[config.mk]
export PLATFORM = sky130hd
export DESIGN_NAME = clns_queue
export DESIGN_NICKNAME = d
export VERILOG_FILES = /design/src/hdl/clns_queue.sv
export SDC_FILE = /design/constraint.sdc
export NUM_CORES = 1
export LEC_CHECK = 0
export ABC_CLOCK_PERIOD_IN_PS = 1600
export BUFFER_PORTS_ARGS = -buffer_cell sky130_fd_sc_hd__buf_4
export CORE_UTILIZATION = 48
export CTS_CLUSTER_DIAMETER = 200
export DETAILED_ROUTE_END_ITERATION = 8
export PLACE_DENSITY = 0.75
export SLEW_MARGIN = 10
export SYNTH_ARGS = -nofsm -noshare
export SYNTH_HDL_FRONTEND = slang
export SYNTH_SLANG_ARGS = --single-unit
[constraint.sdc]
create_clock -name clk -period 1.6 [get_ports clk]
set_input_delay 0.16 -clock clk [delete_from_list [all_inputs] [get_ports clk]]
set_output_delay 0.16 -clock clk [all_outputs]
set_load 0.005 [all_outputs]
[src/hdl/clns_queue.sv]
module clns_queue #(
    parameter int WIDTH = 8,
    parameter int DEPTH = 2,
    localparam int PW = (DEPTH > 1) ? $clog2(DEPTH) : 1,
    localparam int CW = $clog2(DEPTH + 1)
) (
    input  logic             clk,
    input  logic             rst_n,
    input  logic             push,
    input  logic [WIDTH-1:0] push_data,
    output logic             full,
    input  logic             pop,
    output logic [WIDTH-1:0] pop_data,
    output logic             valid
);

    logic [WIDTH-1:0] entry_reg [DEPTH];
    logic [PW-1:0]    wr_ptr_reg;
    logic [PW-1:0]    rd_ptr_reg;
    logic [CW-1:0]    count_reg;
    logic             do_push;
    logic             do_pop;

    assign full     = (count_reg == CW'(DEPTH));
    assign valid    = (count_reg != '0);
    assign pop_data = entry_reg[rd_ptr_reg];
    assign do_push  = push && !full;
    assign do_pop   = pop && valid;

    // Pointers and fill count.
    always_ff @(posedge clk or negedge rst_n)
    begin
        if (!rst_n)
        begin
            wr_ptr_reg <= '0;
            rd_ptr_reg <= '0;
            count_reg  <= '0;
        end
        else
        begin
            if (do_push)
            begin
                wr_ptr_reg <= (wr_ptr_reg == PW'(DEPTH - 1)) ? '0 : wr_ptr_reg + 1'b1;
            end
            if (do_pop)
            begin
                rd_ptr_reg <= (rd_ptr_reg == PW'(DEPTH - 1)) ? '0 : rd_ptr_reg + 1'b1;
            end
            if (do_push && !do_pop)
            begin
                count_reg <= count_reg + 1'b1;
            end
            else if (do_pop && !do_push)
            begin
                count_reg <= count_reg - 1'b1;
            end
        end
    end

    // Entry storage.
    always_ff @(posedge clk)
    begin
        if (do_push)
        begin
            entry_reg[wr_ptr_reg] <= push_data;
        end
    end

endmodule

---- After elaboration in Yosys (flattened, before gate mapping) ----
Memory sizes are Yosys's and may differ from the RTL's.
Index checks and enable logic that the tools add are counted.
storage, ports and cells
  register bits after elaboration ......... 4
  memory bits (writable) .................. 16
  input port bits ......................... 12
  output and inout bits ................... 10
  word-level logic and storage cells ...... 24
  memories kept ........................... 1
cells by class
  add/subtract/negate cells ............... 4
  equality and inequality tests ........... 1
  muxes and demuxes ....................... 6
  reductions and logical operators ........ 9
memory list
  name       depth  width  read ports  clocked after memory_dff  wr ports  line  source
  entry_reg  2      8      1           0                         1         17    logic [WIDTH-1:0] entry_reg [DEPTH];
operator list
  operator                                                             count
  1-bit logical AND                                                    4
  1-bit 2-to-1 mux                                                     4
  2-bit 2-to-1 mux                                                     2
  2-bit nonzero test                                                   2
  1-bit zero test                                                      3
  1-bit adder (second input constant)                                  2
  2-bit by 1-bit adder with 2-bit output (second input constant)       1
  2-bit == test (second input constant)                                1
  2-bit by 1-bit subtractor with 2-bit output (second input constant)  1

---- Depth between registers and ports, before layout ----
  depth in word-level cells ............... 7
  depth in mapped cells ................... 7
  depth with buffers taken out ............ 7

---- Least setup slack after synthesis ----
OpenSTA, ideal clock, no wires.
  path kind ............................... register to register
  from .................................... register count_reg[0]
  to ...................................... memory entry_reg[0][0] (enable)
  setup time .............................. 370 ps
  data arrival time ....................... 986 ps
  data required time ...................... 1230 ps
  slack ................................... 244 ps
  stages on the path, launching flop included .. 4
  buffers on the path ..................... 0
  clock period less this slack ............ 1356 ps
  cell sequence ........................... dfrtp_1 > nand2b_1 > nand2_2 > nor2_1
between the ends
  word-level cells in the longest chain between the ends .. 5
ends and longest elaborated chain
  element                                 line  source
  start, declared                         20    logic [CW-1:0] count_reg;
  start signal, assigned                  51    count_reg <= count_reg + 1'b1;
  start signal, assigned                  55    count_reg <= count_reg - 1'b1;
  2-bit == test                           24    assign full = (count_reg == CW'(DEPTH));
  1-bit zero test                         27    assign do_push = push && !full;
  1-bit logical AND                       27
  1-bit 2-to-1 mux                        63    if (do_push)
  1-bit 2-to-1 mux (not written as such)  65    entry_reg[wr_ptr_reg] <= push_data;
  end, declared                           17
Every way passes these cells.

---- Worst setup path in the final report ----
  from .................................... register rd_ptr_reg
  to ...................................... output port pop_data[6]
between the ends
  word-level cells in the longest chain between the ends .. 1
ends and longest elaborated chain
  element                 line  source
  start, declared         19    logic [PW-1:0] rd_ptr_reg;
  start signal, assigned  47    rd_ptr_reg <= (rd_ptr_reg == PW'(DEPTH - 1)) ? '0 : rd_ptr_reg + 1'b1;
  memory 2 x 8 bit        -
  end, declared           13    output logic [WIDTH-1:0] pop_data,
Every way passes these cells.

==> impl_metrics.env <==
export IMPL_status="finished clean"
export IMPL_finalSetupViolCount=0
export IMPL_postRouteWirelength_um=1140
export IMPL_routabilityCongestion=0.612
export IMPL_yosys_warnings=0
export IMPL_final_area_um2=1000
export IMPL_slowest_delay_ns=0.50
export IMPL_area_delta_synth_final_pct=27.7
export IMPL_rows=14
export IMPL_synth_top_area_share_pct=61.1
export IMPL_overflow=0
export IMPL_drt_pass1_iterations=4
export IMPL_slew_violations=0
export IMPL_ys_ff_latch=20
export IMPL_holdCritStartpoint="push_data[6]"
export IMPL_avgSynthCellArea_um2=17.9
export IMPL_drc=0
export IMPL_cts_root_buf="clkbuf_4"
export IMPL_worstMarginPinSlew_ns=0.379
export IMPL_drive_gt1_share_pct=41.4
export IMPL_n_antenna_cell=0
export IMPL_clock_latency_ns=0.29
export IMPL_die_w_um=42.5
export IMPL_syn_num_nets=57
export IMPL_synth_area_um2=786
export IMPL_slew_headroom_pct=74.7
export IMPL_num_nets_final=84
export IMPL_avgRoutedWirePerCell_um=13.2
export IMPL_antenna_found_initial=0
export IMPL_cts_sinks=20
export IMPL_largest_register_ffs=16
export IMPL_fin_setup_tns_ns=0
export IMPL_cpLargestDelayFamily="flip-flops"
export IMPL_hold_viol_final=0
export IMPL_p_leak_uw=0.000415
export IMPL_yosysSeqAreaShare_pct=73.9
export IMPL_io_pins=22
export IMPL_worst_setup_path_start_kind="register"
export IMPL_synth_area_top_cells="edfxtp_1 61%, dfrtp_1 13%, mux2_1 11%, xnor2_1 3.3%, xor2_1 2.2%"
export IMPL_synth_edff_count=16
export IMPL_hp_class="in2reg"
export IMPL_start_util_pct=51.6
export IMPL_fillerInstances=111
export IMPL_path_cells="mux2_1 -> buf_4"
export IMPL_vias=436
export IMPL_path_buf_inv=1
export IMPL_grt_pass1_vias=458
export IMPL_seqCellArea_um2=582
export IMPL_cp_data_required_time_ns=1.44
export IMPL_dieArea_um2=1800
export IMPL_numCtsBuffers=3
export IMPL_rsz0062_at_grt="no"
export IMPL_drt_iter0_markers=5
export IMPL_ys_flop_type="edfxtp_1"
export IMPL_drt_antenna_violating_nets=0
export IMPL_synthCells=44
export IMPL_grt_pass1_wl_um=1860
export IMPL_grt_max_degree=12
export IMPL_clk_pin_slew_ns=0.10
export IMPL_core_um2=1520
export IMPL_synth_most_common_cell="edfxtp_1"
export IMPL_skew_ns=0.00193
export IMPL_synthDistinctLibCells=14
export IMPL_worstPathMaxFanout=9
export IMPL_fin_crit_ns=1.44
export IMPL_synth_commonest_cells="16 x edfxtp_1, 8 x mux2_1, 4 x dfrtp_1"
export IMPL_multi_input_area_um2=193
export IMPL_ir_drop_uv=1050
export IMPL_clock_fmax_ghz=0.692
export IMPL_crit_slowest_cell="dfrtp_2"
export IMPL_grt_total_usage_pct=14.7
export IMPL_startpoint="rd_ptr_reg$_DFFE_PN0P_"
export IMPL_r2r_start="count_reg[0]$_DFFE_PN0P_"
export IMPL_yosysTopAreaCell="edfxtp_1"
export IMPL_end_kind="output pin"
export IMPL_post_cts_setup_buffers=0
export IMPL_cts_max_path_buffers=2
export IMPL_placed_area_um2=966
export IMPL_crit_type="reg2out"
export IMPL_die_h_um=42.5
export IMPL_h_tree_depth=1
export IMPL_arrival_ns=1.28
export IMPL_cts_tree="yes"
export IMPL_cap_viol_max_count=0
export IMPL_synthArstFlopShare_pct=20.0
export IMPL_power_density_nw_per_um2=1630
export IMPL_via_per_inst=5.07
export IMPL_port_buffers=21
export IMPL_fin_crit_sh_pct=90.3
==> cell type report <==
type,count,area share (%)
multi-input combinational,21,19.2
clock inverter,1,0.374
tap,16,2.00
timing repair buffer,23,17.5
sequential,20,58.0
clock buffer,3,2.24
inverter,2,0.748
==> worst paths after layout <==
kind | to | slack, ns | cells after the start
setup / recovery | pop_data[6] | 0.16 | 2
hold / removal | entry_reg[0][6]$_DFFE_PP_ | 0.04 | 1
setup reg to reg | count_reg[1]$_DFFE_PN0P_ | 0.16 | 6
hold reg to reg | wr_ptr_reg$_DFFE_PN0N_ | 0.51 | 1
max in group asynchronous | rd_ptr_reg$_DFFE_PN0P_ | 1.29 | 2
min in group asynchronous | count_reg[0]$_DFFE_PN0P_ | 0.20 | 2
==> routing by layer <==
metal | vias up | share of wire [%] | routed length, um | track usage, %
li1 | 209 | - | - | -
met1 | 215 | 39 | 448 | 15.4
met2 | 10 | 56 | 636 | 25.5
met3 | 2 | 3.4 | 39 | 3.88
met4 | 0 | 1.2 | 14 | 9.38
met5 | - | 0 | 0 | 0
==> placed cells by master (no fill, tap or decap), types with 2 or more instances in the layout <==
master / netlist / routed
buf_4: 0 / 22
clkbuf_4: 0 / 3
dfrtp_1: 4 / 3
edfxtp_1: 16 / 16
inv_1: 2 / 2
mux2_1: 8 / 8
nor2_1: 2 / 2
xnor2_1: 3 / 3
xor2_1: 2 / 2
==> where the power goes <==
group | switching (uW) | leakage [uW] | total, uW | internal (uW)
combinational | 232 | 0.000206 | 576 | 344
sequential | 103 | 0.000194 | 833 | 730
clock | 140 | 0.0000154 | 231 | 90.7
total | 475 | 0.000415 | 1640 | 1160
==> repair_timing <==
action	in CTS	in global routing
endpoints found under the setup margin	0	8
hold endpoints to repair	4	0
hold buffers	1	0
resized for setup	0	1
==> metrics by stage <==
step           utilization, %  total power (uW)  cells  hold slack, ns  setup WS (ns)
2_1_floorplan               -              1160     44          -0.136          0.244
3_3_place_gp             63.4              1400     81         -0.0400          0.201
3_5_place_dp             63.4              1420     81         -0.0409          0.168
4_1_cts                  65.8              1660     86          0.0306         0.0236
5_1_grt                  65.8              1750     86          0.0201         0.0328
6_report                 65.8              1640     86          0.0441          0.155
==> cells by family after synthesis <==
kind of cell,after synthesis,synth area share (%)
xor+xnor,5,5.57
flops,20,73.9
simple gates,7,5.89
mux,8,11.5
fa+ha+maj,1,1.59
buf+inv,3,1.59
(Power assumes the default switching activity.)
