<file path="src/hdl/clns_pkg.sv">
package clns_pkg;

    // Fixed field widths of the streams and the register file.
    localparam int COORD_BITS     = 24;
    localparam int INV_BITS       = 24;
    localparam int IDENT_BITS     = 16;
    localparam int CUTOFF_BITS    = 50;
    localparam int CELLS_CFG_BITS = 5;
    localparam int CFG_DATA_BITS  = 50;
    localparam int CFG_INDEX_BITS = 3;
    localparam int S_TDATA_BITS   = 3 * COORD_BITS + IDENT_BITS;
    localparam int S_TUSER_BITS   = 2;
    localparam int M_TDATA_BITS   = IDENT_BITS;
    localparam int M_TUSER_BITS   = 4;

    // Defaults for the top-level parameters, and the fixed queue depth.
    localparam int CELLS_PER_AXIS_DEF = 16;
    localparam int CELL_CAPACITY_DEF  = 16;
    localparam int MAX_EMITTED_DEF    = 64;
    localparam int QUEUE_DEPTH        = 2;

    typedef logic signed [COORD_BITS-1:0] coord_t;

    typedef enum logic [1:0] {
        OP_INSERT = 2'd0,
        OP_QUERY  = 2'd1,
        OP_CLEAR  = 2'd2
    } opcode_t;

    typedef enum logic [2:0] {
        KIND_NEIGHBOR = 3'd0,
        KIND_NONE     = 3'd1,
        KIND_INSERTED = 3'd2,
        KIND_DROPPED  = 3'd3,
        KIND_CLEARED  = 3'd4
    } kind_t;

    typedef enum logic [CFG_INDEX_BITS-1:0] {
        REG_ORIGIN_X      = 3'd0,
        REG_ORIGIN_Y      = 3'd1,
        REG_ORIGIN_Z      = 3'd2,
        REG_INV_CELL_SIZE = 3'd3,
        REG_CELLS_X       = 3'd4,
        REG_CELLS_Y       = 3'd5,
        REG_CELLS_Z       = 3'd6,
        REG_CUTOFF_SQ     = 3'd7
    } cfg_reg_t;

    // One accepted command as it travels from front to back.
    typedef struct packed {
        logic [IDENT_BITS-1:0] ident;
        coord_t                pos_z;
        coord_t                pos_y;
        coord_t                pos_x;
        logic [1:0]            opcode;
    } cmd_t;

    // One stored atom.
    typedef struct packed {
        logic [IDENT_BITS-1:0] ident;
        coord_t                z;
        coord_t                y;
        coord_t                x;
    } slot_t;

endpackage

</file>
<file path="src/hdl/clns_front.sv">
module clns_front #(
    parameter int CELLS_PER_AXIS = clns_pkg::CELLS_PER_AXIS_DEF,
    localparam int AXW = $clog2(CELLS_PER_AXIS),
    localparam int CNW = $clog2(CELLS_PER_AXIS + 1),
    localparam int QW  = $bits(clns_pkg::cmd_t) + 3 * AXW
) (
    input  logic                                 clk,
    input  logic                                 rst_n,
    input  logic                                 s_tvalid,
    output logic                                 s_tready,
    input  logic [clns_pkg::S_TDATA_BITS-1:0]    s_tdata,
    input  logic [clns_pkg::S_TUSER_BITS-1:0]    s_tuser,
    input  clns_pkg::coord_t                     origin_x,
    input  clns_pkg::coord_t                     origin_y,
    input  clns_pkg::coord_t                     origin_z,
    input  logic [clns_pkg::INV_BITS-1:0]        inv_cell_size,
    input  logic [clns_pkg::CELLS_CFG_BITS-1:0]  cells_x,
    input  logic [clns_pkg::CELLS_CFG_BITS-1:0]  cells_y,
    input  logic [clns_pkg::CELLS_CFG_BITS-1:0]  cells_z,
    output logic                                 q_push,
    output logic [QW-1:0]                        q_data,
    input  logic                                 q_full,
    output logic [CNW-1:0]                       nx,
    output logic [CNW-1:0]                       ny,
    output logic [CNW-1:0]                       nz
);

    import clns_pkg::*;

    localparam int CCW = (CNW > CELLS_CFG_BITS) ? CNW : CELLS_CFG_BITS;
    localparam int PW  = COORD_BITS + INV_BITS;

    typedef enum logic [1:0] {
        F_IDLE,
        F_MUL,
        F_PUSH
    } fstate_t;

    fstate_t          state_reg;
    cmd_t             cmd_reg;
    logic [PW-1:0]    prod_x_reg;
    logic [PW-1:0]    prod_y_reg;
    logic [PW-1:0]    prod_z_reg;
    logic [AXW-1:0]   ix;
    logic [AXW-1:0]   iy;
    logic [AXW-1:0]   iz;

    // A zero cell count acts as one, a large one as the grid size.
    function automatic logic [CNW-1:0] axis_count(input logic [CELLS_CFG_BITS-1:0] c);
        logic [CCW-1:0] e;
        e = CCW'(c);
        if (e == '0)
        begin
            return CNW'(1);
        end
        if (e > CCW'(CELLS_PER_AXIS))
        begin
            return CNW'(CELLS_PER_AXIS);
        end
        return CNW'(e);
    endfunction

    // Offset from the origin, with positions below it pinned to zero.
    function automatic logic [COORD_BITS-1:0] axis_offset(input coord_t p, input coord_t o);
        logic [COORD_BITS:0] d;
        d = {p[COORD_BITS-1], p} - {o[COORD_BITS-1], o};
        return d[COORD_BITS] ? '0 : d[COORD_BITS-1:0];
    endfunction

    // Integer part of the scaled offset, clamped to the last cell.
    function automatic logic [AXW-1:0] axis_clamp(input logic [PW-1:0] p,
                                                  input logic [CNW-1:0] n);
        logic [INV_BITS-1:0] c;
        logic [CNW-1:0]      nm1;
        c   = p[PW-1:COORD_BITS];
        nm1 = n - 1'b1;
        return (c > INV_BITS'(nm1)) ? AXW'(nm1) : AXW'(c);
    endfunction

    assign nx = axis_count(cells_x);
    assign ny = axis_count(cells_y);
    assign nz = axis_count(cells_z);

    assign s_tready = (state_reg == F_IDLE);
    assign ix       = axis_clamp(prod_x_reg, nx);
    assign iy       = axis_clamp(prod_y_reg, ny);
    assign iz       = axis_clamp(prod_z_reg, nz);
    assign q_push   = (state_reg == F_PUSH) && !q_full;
    assign q_data   = {iz, iy, ix, cmd_reg};

    // Accept a beat, scale the offsets, then hand the command on.
    always_ff @(posedge clk or negedge rst_n)
    begin
        if (!rst_n)
        begin
            state_reg <= F_IDLE;
        end
        else
        begin
            case (state_reg)
                F_IDLE:
                begin
                    if (s_tvalid)
                    begin
                        state_reg <= F_MUL;
                    end
                end
                F_MUL:
                begin
                    state_reg <= F_PUSH;
                end
                F_PUSH:
                begin
                    if (!q_full)
                    begin
                        state_reg <= F_IDLE;
                    end
                end
                default:
                begin
                    state_reg <= F_IDLE;
                end
            endcase
        end
    end

    // Command capture and the per-axis products.
    always_ff @(posedge clk)
    begin
        if (s_tvalid && s_tready)
        begin
            cmd_reg.opcode <= s_tuser;
            cmd_reg.pos_x  <= s_tdata[0 +: COORD_BITS];
            cmd_reg.pos_y  <= s_tdata[COORD_BITS +: COORD_BITS];
            cmd_reg.pos_z  <= s_tdata[2*COORD_BITS +: COORD_BITS];
            cmd_reg.ident  <= s_tdata[3*COORD_BITS +: IDENT_BITS];
        end
        if (state_reg == F_MUL)
        begin
            prod_x_reg <= PW'(axis_offset(cmd_reg.pos_x, origin_x)) * PW'(inv_cell_size);
            prod_y_reg <= PW'(axis_offset(cmd_reg.pos_y, origin_y)) * PW'(inv_cell_size);
            prod_z_reg <= PW'(axis_offset(cmd_reg.pos_z, origin_z)) * PW'(inv_cell_size);
        end
    end

endmodule

</file>
<file path="config.mk">
export PLATFORM = sky130hd
export DESIGN_NAME = clns_front
export DESIGN_NICKNAME = d
export VERILOG_FILES = /design/src/hdl/clns_pkg.sv /design/src/hdl/clns_front.sv
export SDC_FILE = /design/constraint.sdc
export NUM_CORES = 2
export LEC_CHECK = 0
export BUFFER_PORTS_ARGS = -buffer_cell sky130_fd_sc_hd__buf_2
export CORE_AREA = 2 2 384 386
export CTS_CLUSTER_SIZE = 16
export DETAILED_ROUTE_END_ITERATION = 6
export DIE_AREA = 0 0 386 388
export SYNTH_ARGS = -nofsm -noshare
export SYNTH_HDL_FRONTEND = slang
export SYNTH_SLANG_ARGS = --single-unit
</file>
<file path="constraint.sdc">
create_clock -name clk -period 13 [get_ports clk]
set_input_delay 2.6 -clock clk [delete_from_list [all_inputs] [get_ports clk]]
set_output_delay 2.6 -clock clk [all_outputs]
set_load 0.01 [all_outputs]
</file>
# Yosys cells after proc, flatten, opt, wreduce, memory -nomap -nowiden
# Cells that the tools add are included.
# word_totals
reg_bits	236
inputBits	205
word_cells	66
# op_classes
n_addsub	6
multipliers	3
magnitude_cmp	6
eq_ne	4
muxes	30
n_reduce_logical	8
# op_table
op	count
24-bit by 24-bit multiplier with 48-bit output	3
24-bit by 24-bit subtractor with 25-bit output	3
24-bit by 5-bit greater-than comparator with 1-bit output	3
24-bit two-way mux	3
5-bit two-way mux	12
5-bit greater-than comparator, second input constant	3
5-bit zero test	3
5-bit by 1-bit subtractor with 5-bit output, second input constant	3
4-bit two-way mux	3
1-bit two-way mux	9
2-bit case mux with 3 select lines	1
2-bit two-way mux	2
2-bit != test, second input constant	2
2-bit by 1-bit == test with 1-bit output, second input constant	1
2-bit == test, second input constant	1
1-bit logical AND	2
2-bit zero test	1
2-bit AND reduction	1
1-bit zero test	1

# Depth between registers and ports, before layout
# depth
depth_word	8
mapped_depth	41
depth_no_buf	39

# Worst setup path before layout
# Ideal clock, no wire load.
# synth_timing
path_kind	input port to flip-flop
startpoint	input port origin_x[0]
endpoint	register prod_x_reg[47], data pin
arrival_time_ps	11466
slack_ps	1276
path_stages	39
path_buffers	3
cell_sequence	ha_1 inv_1 fa_1 a211oi_1 o21ai_0 nand4b_1 o21bai_1 or3_1 and2_0 clkbuf_1 clkbuf_1 nor2_1 clkbuf_1 nand2_1 fa_1 inv_1 fa_1 inv_1 [... 3 more ...] inv_1 fa_1 inv_1 fa_1 inv_1 fa_1 inv_1 ha_1 nand4_1 or3_1 nor4_1 and3_1 a2111oi_0 a211oi_1 o2111ai_1 a21oi_1 o41ai_2 a211o_1
# synth_via
elab_chain_len	3
# synth_lines
element	line	rtl
start, declared	clns_front.sv:13	input clns_pkg::coord_t origin_x,
24-bit by 24-bit subtractor with 25-bit output	clns_front.sv:66	d = {p[COORD_BITS-1], p} - {o[COORD_BITS-1], o};
24-bit two-way mux	clns_front.sv:67	return d[COORD_BITS] ? '0 : d[COORD_BITS-1:0];
24-bit by 24-bit multiplier with 48-bit output	clns_front.sv:140	prod_x_reg <= PW'(axis_offset(cmd_reg.pos_x, origin_x)) * PW'(inv_cell_size);
end signal, assigned	clns_front.sv:140	
end, declared	clns_front.sv:41	logic [PW-1:0] prod_x_reg;
# No other way between the ends.
# A chain may end at the register's enable or synchronous reset.

# Final worst setup path
# layout_timing
startpoint	input port origin_x[1]
endpoint	register prod_x_reg[47], data pin
# The elaborated chain is that of the path after synthesis.

==> results <==
- The netlist area before placement is 0.0651 mm2.
- The worst setup path is launched from a primary input.
- Global routing used 25.6% of the available tracks.
- The fraction of layout cells with a size suffix above 1 is 8.13%.
- The first routing iteration left 2858 violations.
- The number of hold buffers added after cts is 0.
- The number of buffers created by CTS is 17.
- The path class of the tightest hold or removal check is reg2reg.
- The initial antenna violation count was 10.
- In this run the core area contains 140 standard-cell rows.
- The count of warnings emitted by yosys is 0.
- The x dimension of the die is 386 um.
- The total count of hold-check failures in the final report came to 0.
- The flow ran to the end, and the final reports show no timing, DRC or antenna violations.
- The worst clock skew on the final layout is 0.0295 ns.
- Across the run, the number of max-cap violations was 0.
- In the routed layout, each cell is associated on average with a via count of 5.28.
- The total iterations of the first detailed-routing run is 6.
- Detailed placement finished with a half-perimeter wire length of 143 mm.
- The clock sink count is 164.
- The number of slew-limit violations in the final report is 0.
- Timing would allow up to 80.3 MHz.
- The largest stage delay on the critical path is 0.55 ns.
- The mean routed wirelength per cell is 19.9 um.
- Dividing the final minimum period by the clock period gives 95.8%.
- Routability-driven placement finished with a final weighted congestion of 0.886.
- Data arrives at the worst endpoint at 12.73 ns.
- The number of buffers inserted to repair setup after CTS is 0.
- In this run the remaining antenna-violating nets after routing total 0.
- The kind of critical path is in2reg.
- The cell at the slowest stage of the critical path is fa_1.
- Once the floorplan was initialized, standard cells occupied 44.8% of the core.
- The first global-routing pass estimated 297 mm of wire.
- The sum of negative setup slack is 0 ns.
- The top-level port count is 324.
- For this run the aggregate overflow at the end of global routing stands at 0.
- Entering global routing, the biggest net connects 92 pins.
- The count of unresolved DRC violations after routing is 0.
- The floorplan die area is 0.150 mm2.
- The floorplan step defined a core boundary enclosing 0.145 mm2.
- Synthesis produced a netlist with a net count of 9461.
- The most used flip-flop cell after synthesis is edfxtp_1.
- Setup repair after global routing left no endpoint under its margin.
- The netlist uses 73 different library cells.
- The count of state elements after synthesis is 164.
- The via count is 49150.
- The later pin in the worst-skew pair is clocked with a latency of 0.56 ns.
- The total of buffers placed on input and output ports is 323.
- Setup violations remaining at the end of the flow were counted as 0.
- The final wirelength is 185 mm.
- The number of cells upsized or downsized after cts is 0.
- The nature of the critical path endpoint is a register.
- Dividing the synthesized area by the synthesized cell count gives 9.02 um2.
- The area growth from synthesis to final layout is 7.90%.
- The filler cells instantiated in the layout total 13970.
- The clock-pin slew on the worst setup and hold paths is 0.07 ns.
- The net count of the finished layout is 9620.
- The clock tree from TritonCTS is done.
- For the pin with the worst max-slew slack, the measured transition is 1.44 ns.
- The fraction of registers with async set/reset is 1.22%.
- The synthesized design contains 162 enable-type register cells.
- In this run the deepest clock path goes through 2 buffers.
- The max-slew headroom at the worst pin is 3.64%.
- Of the synthesized area, sequential elements account for 7.55%.
- The die height is 388 um.
- In the synthesized netlist, the number of instances is 7210.
- The via count of the first global-routing pass is 53561.
- The final critical path time including I/O delays and setup is 12.45 ns.
- The critical-path maximum fanout is 15.
- The register with the most flip-flops in the layout has 90 of them.
- The cell sitting at the root of the clock tree is a clkbuf_16.
- The number of H-tree levels is 4.
- The critical path required time is 13.28 ns.
- In this run the register-to-register setup slack is 2.30 ns.
==> worst max-delay path: cells and delay by family <==
| family | cells | cell delay, ns |
|---|---|---|
| and+or+nand+nor | 7 | 2.12 |
| xor gates and xnor gates | 1 | 0.44 |
| AOI/OAI and AO/OA | 13 | 2.86 |
| buffers and inverters | 8 | 0.47 |
| adders and majority gates | 9 | 4.23 |
==> cells in the mapped netlist, drive strengths merged, types with 7 or more instances <==
cell type | number | share of area [%]
nand2b | 26 | 0.25
a21o | 74 | 0.85
xnor2 | 85 | 1.1
o21a | 20 | 0.23
and4 | 9 | 0.12
edfxtp | 162 | 7.5
clkbuf | 351 | 2.0
a211o | 8 | 0.11
nor2b | 32 | 0.31
a21oi | 166 | 1.3
nor3 | 43 | 0.33
a31oi | 14 | 0.15
nor4 | 26 | 0.25
nor2 | 179 | 1.0
nand4 | 23 | 0.22
a211oi | 23 | 0.27
o21bai | 32 | 0.37
fa | 1446 | 44
or3 | 10 | 0.096
nor3b | 7 | 0.081
nand3 | 222 | 1.7
or2 | 7 | 0.067
o21ai | 98 | 0.76
a2111oi | 8 | 0.17
o211ai | 11 | 0.13
buf | 24 | 0.14
and2 | 690 | 6.6
xor2 | 39 | 0.52
o31ai | 7 | 0.088
nand2 | 806 | 4.6
and3 | 153 | 1.5
inv | 1741 | 10
o2111ai | 8 | 0.11
ha | 600 | 12
==> layout by cell type, fill, tap and decap left out, types with 6 or more instances in the layout <==
master,instances
a2111oi_0,6
a211o_1,8
a211oi_1,21
a21o_1,74
a21oi_1,165
a31oi_1,12
and2_1,686
and3_1,152
and4_1,9
buf_12,22
buf_2,323
buf_4,170
clkbuf_16,17
edfxtp_1,162
fa_1,1446
ha_1,600
inv_1,1741
nand2_1,804
nand2b_1,26
nand3_1,222
nand4_1,23
nor2_1,174
nor2b_1,31
nor3_1,37
nor3_2,6
nor3b_1,6
nor4_1,25
o2111ai_1,8
o211ai_1,11
o21a_1,20
o21ai_0,90
o21ai_1,7
o21bai_1,32
o31ai_1,6
or2_2,7
or3_1,10
xnor2_1,78
xor2_1,36
==> metal layers <==
layer / part of all wire, % / track usage [%] / vias to the layer above
li1: - / - / 21943
met2: 50 / 44.0 / 1492
met1: 41 / 33.2 / 25391
met5: 0 / 0 / -
met3: 5.7 / 3.27 / 324
met4: 3.4 / 8.84 / 0
==> path summary, 6_finish.rpt <==
check | from | endpoint | cells after the start
worst max-delay path | origin_x[1] | prod_x_reg[47] | 38
worst min-delay path | state_reg[0] | state_reg[1] | 2
worst max register to register | q_data[3] | prod_x_reg[47] | 36
worst min register to register | state_reg[0] | state_reg[1] | 2
max in group asynchronous | rst_n | state_reg[0] | 1
min in group asynchronous | rst_n | state_reg[1] | 1
==> stage by stage <==
stage | hold slack [ns] | utilization (%) | cell area, um2 | setup WS [ns] | cells
2_1_floorplan | 0.519 | - | 65100 | 1.28 | 7210
3_3_place_gp | 0.576 | 47.9 | 69600 | 0.102 | 9267
3_5_place_dp | 0.580 | 47.9 | 69600 | 0.0561 | 9267
4_1_cts | 0.600 | 48.3 | 70200 | 0.602 | 9299
5_1_grt | 0.639 | 48.3 | 70200 | 0.0557 | 9300
6_report | 0.594 | 48.3 | 70200 | 0.550 | 9303
==> layout make-up <==
type	count	area [um2]	share of cell area [%]
clock inverters	15	168	0.239
multi-input cells	4930	52400	74.7
well taps	1917	2400	3.42
clock buffers	17	425	0.606
inverters	1741	6540	9.31
repair buffers	515	3330	4.75
flip-flops and latches	164	4910	7.00
diodes	4	10.0	0.0143
==> cells by family after synthesis <==
group | synth area share [%]
muxes | 0.0462
and+or+nand+nor | 17.4
buffers and inverters | 12.2
DFF | 7.55
xor gates and xnor gates | 1.67
adders and majority gates | 56.0
AOI/OAI and AO/OA | 5.15
Power is not shown: default switching activity piles up to over one toggle a cycle in this logic, so the estimate is an artifact.
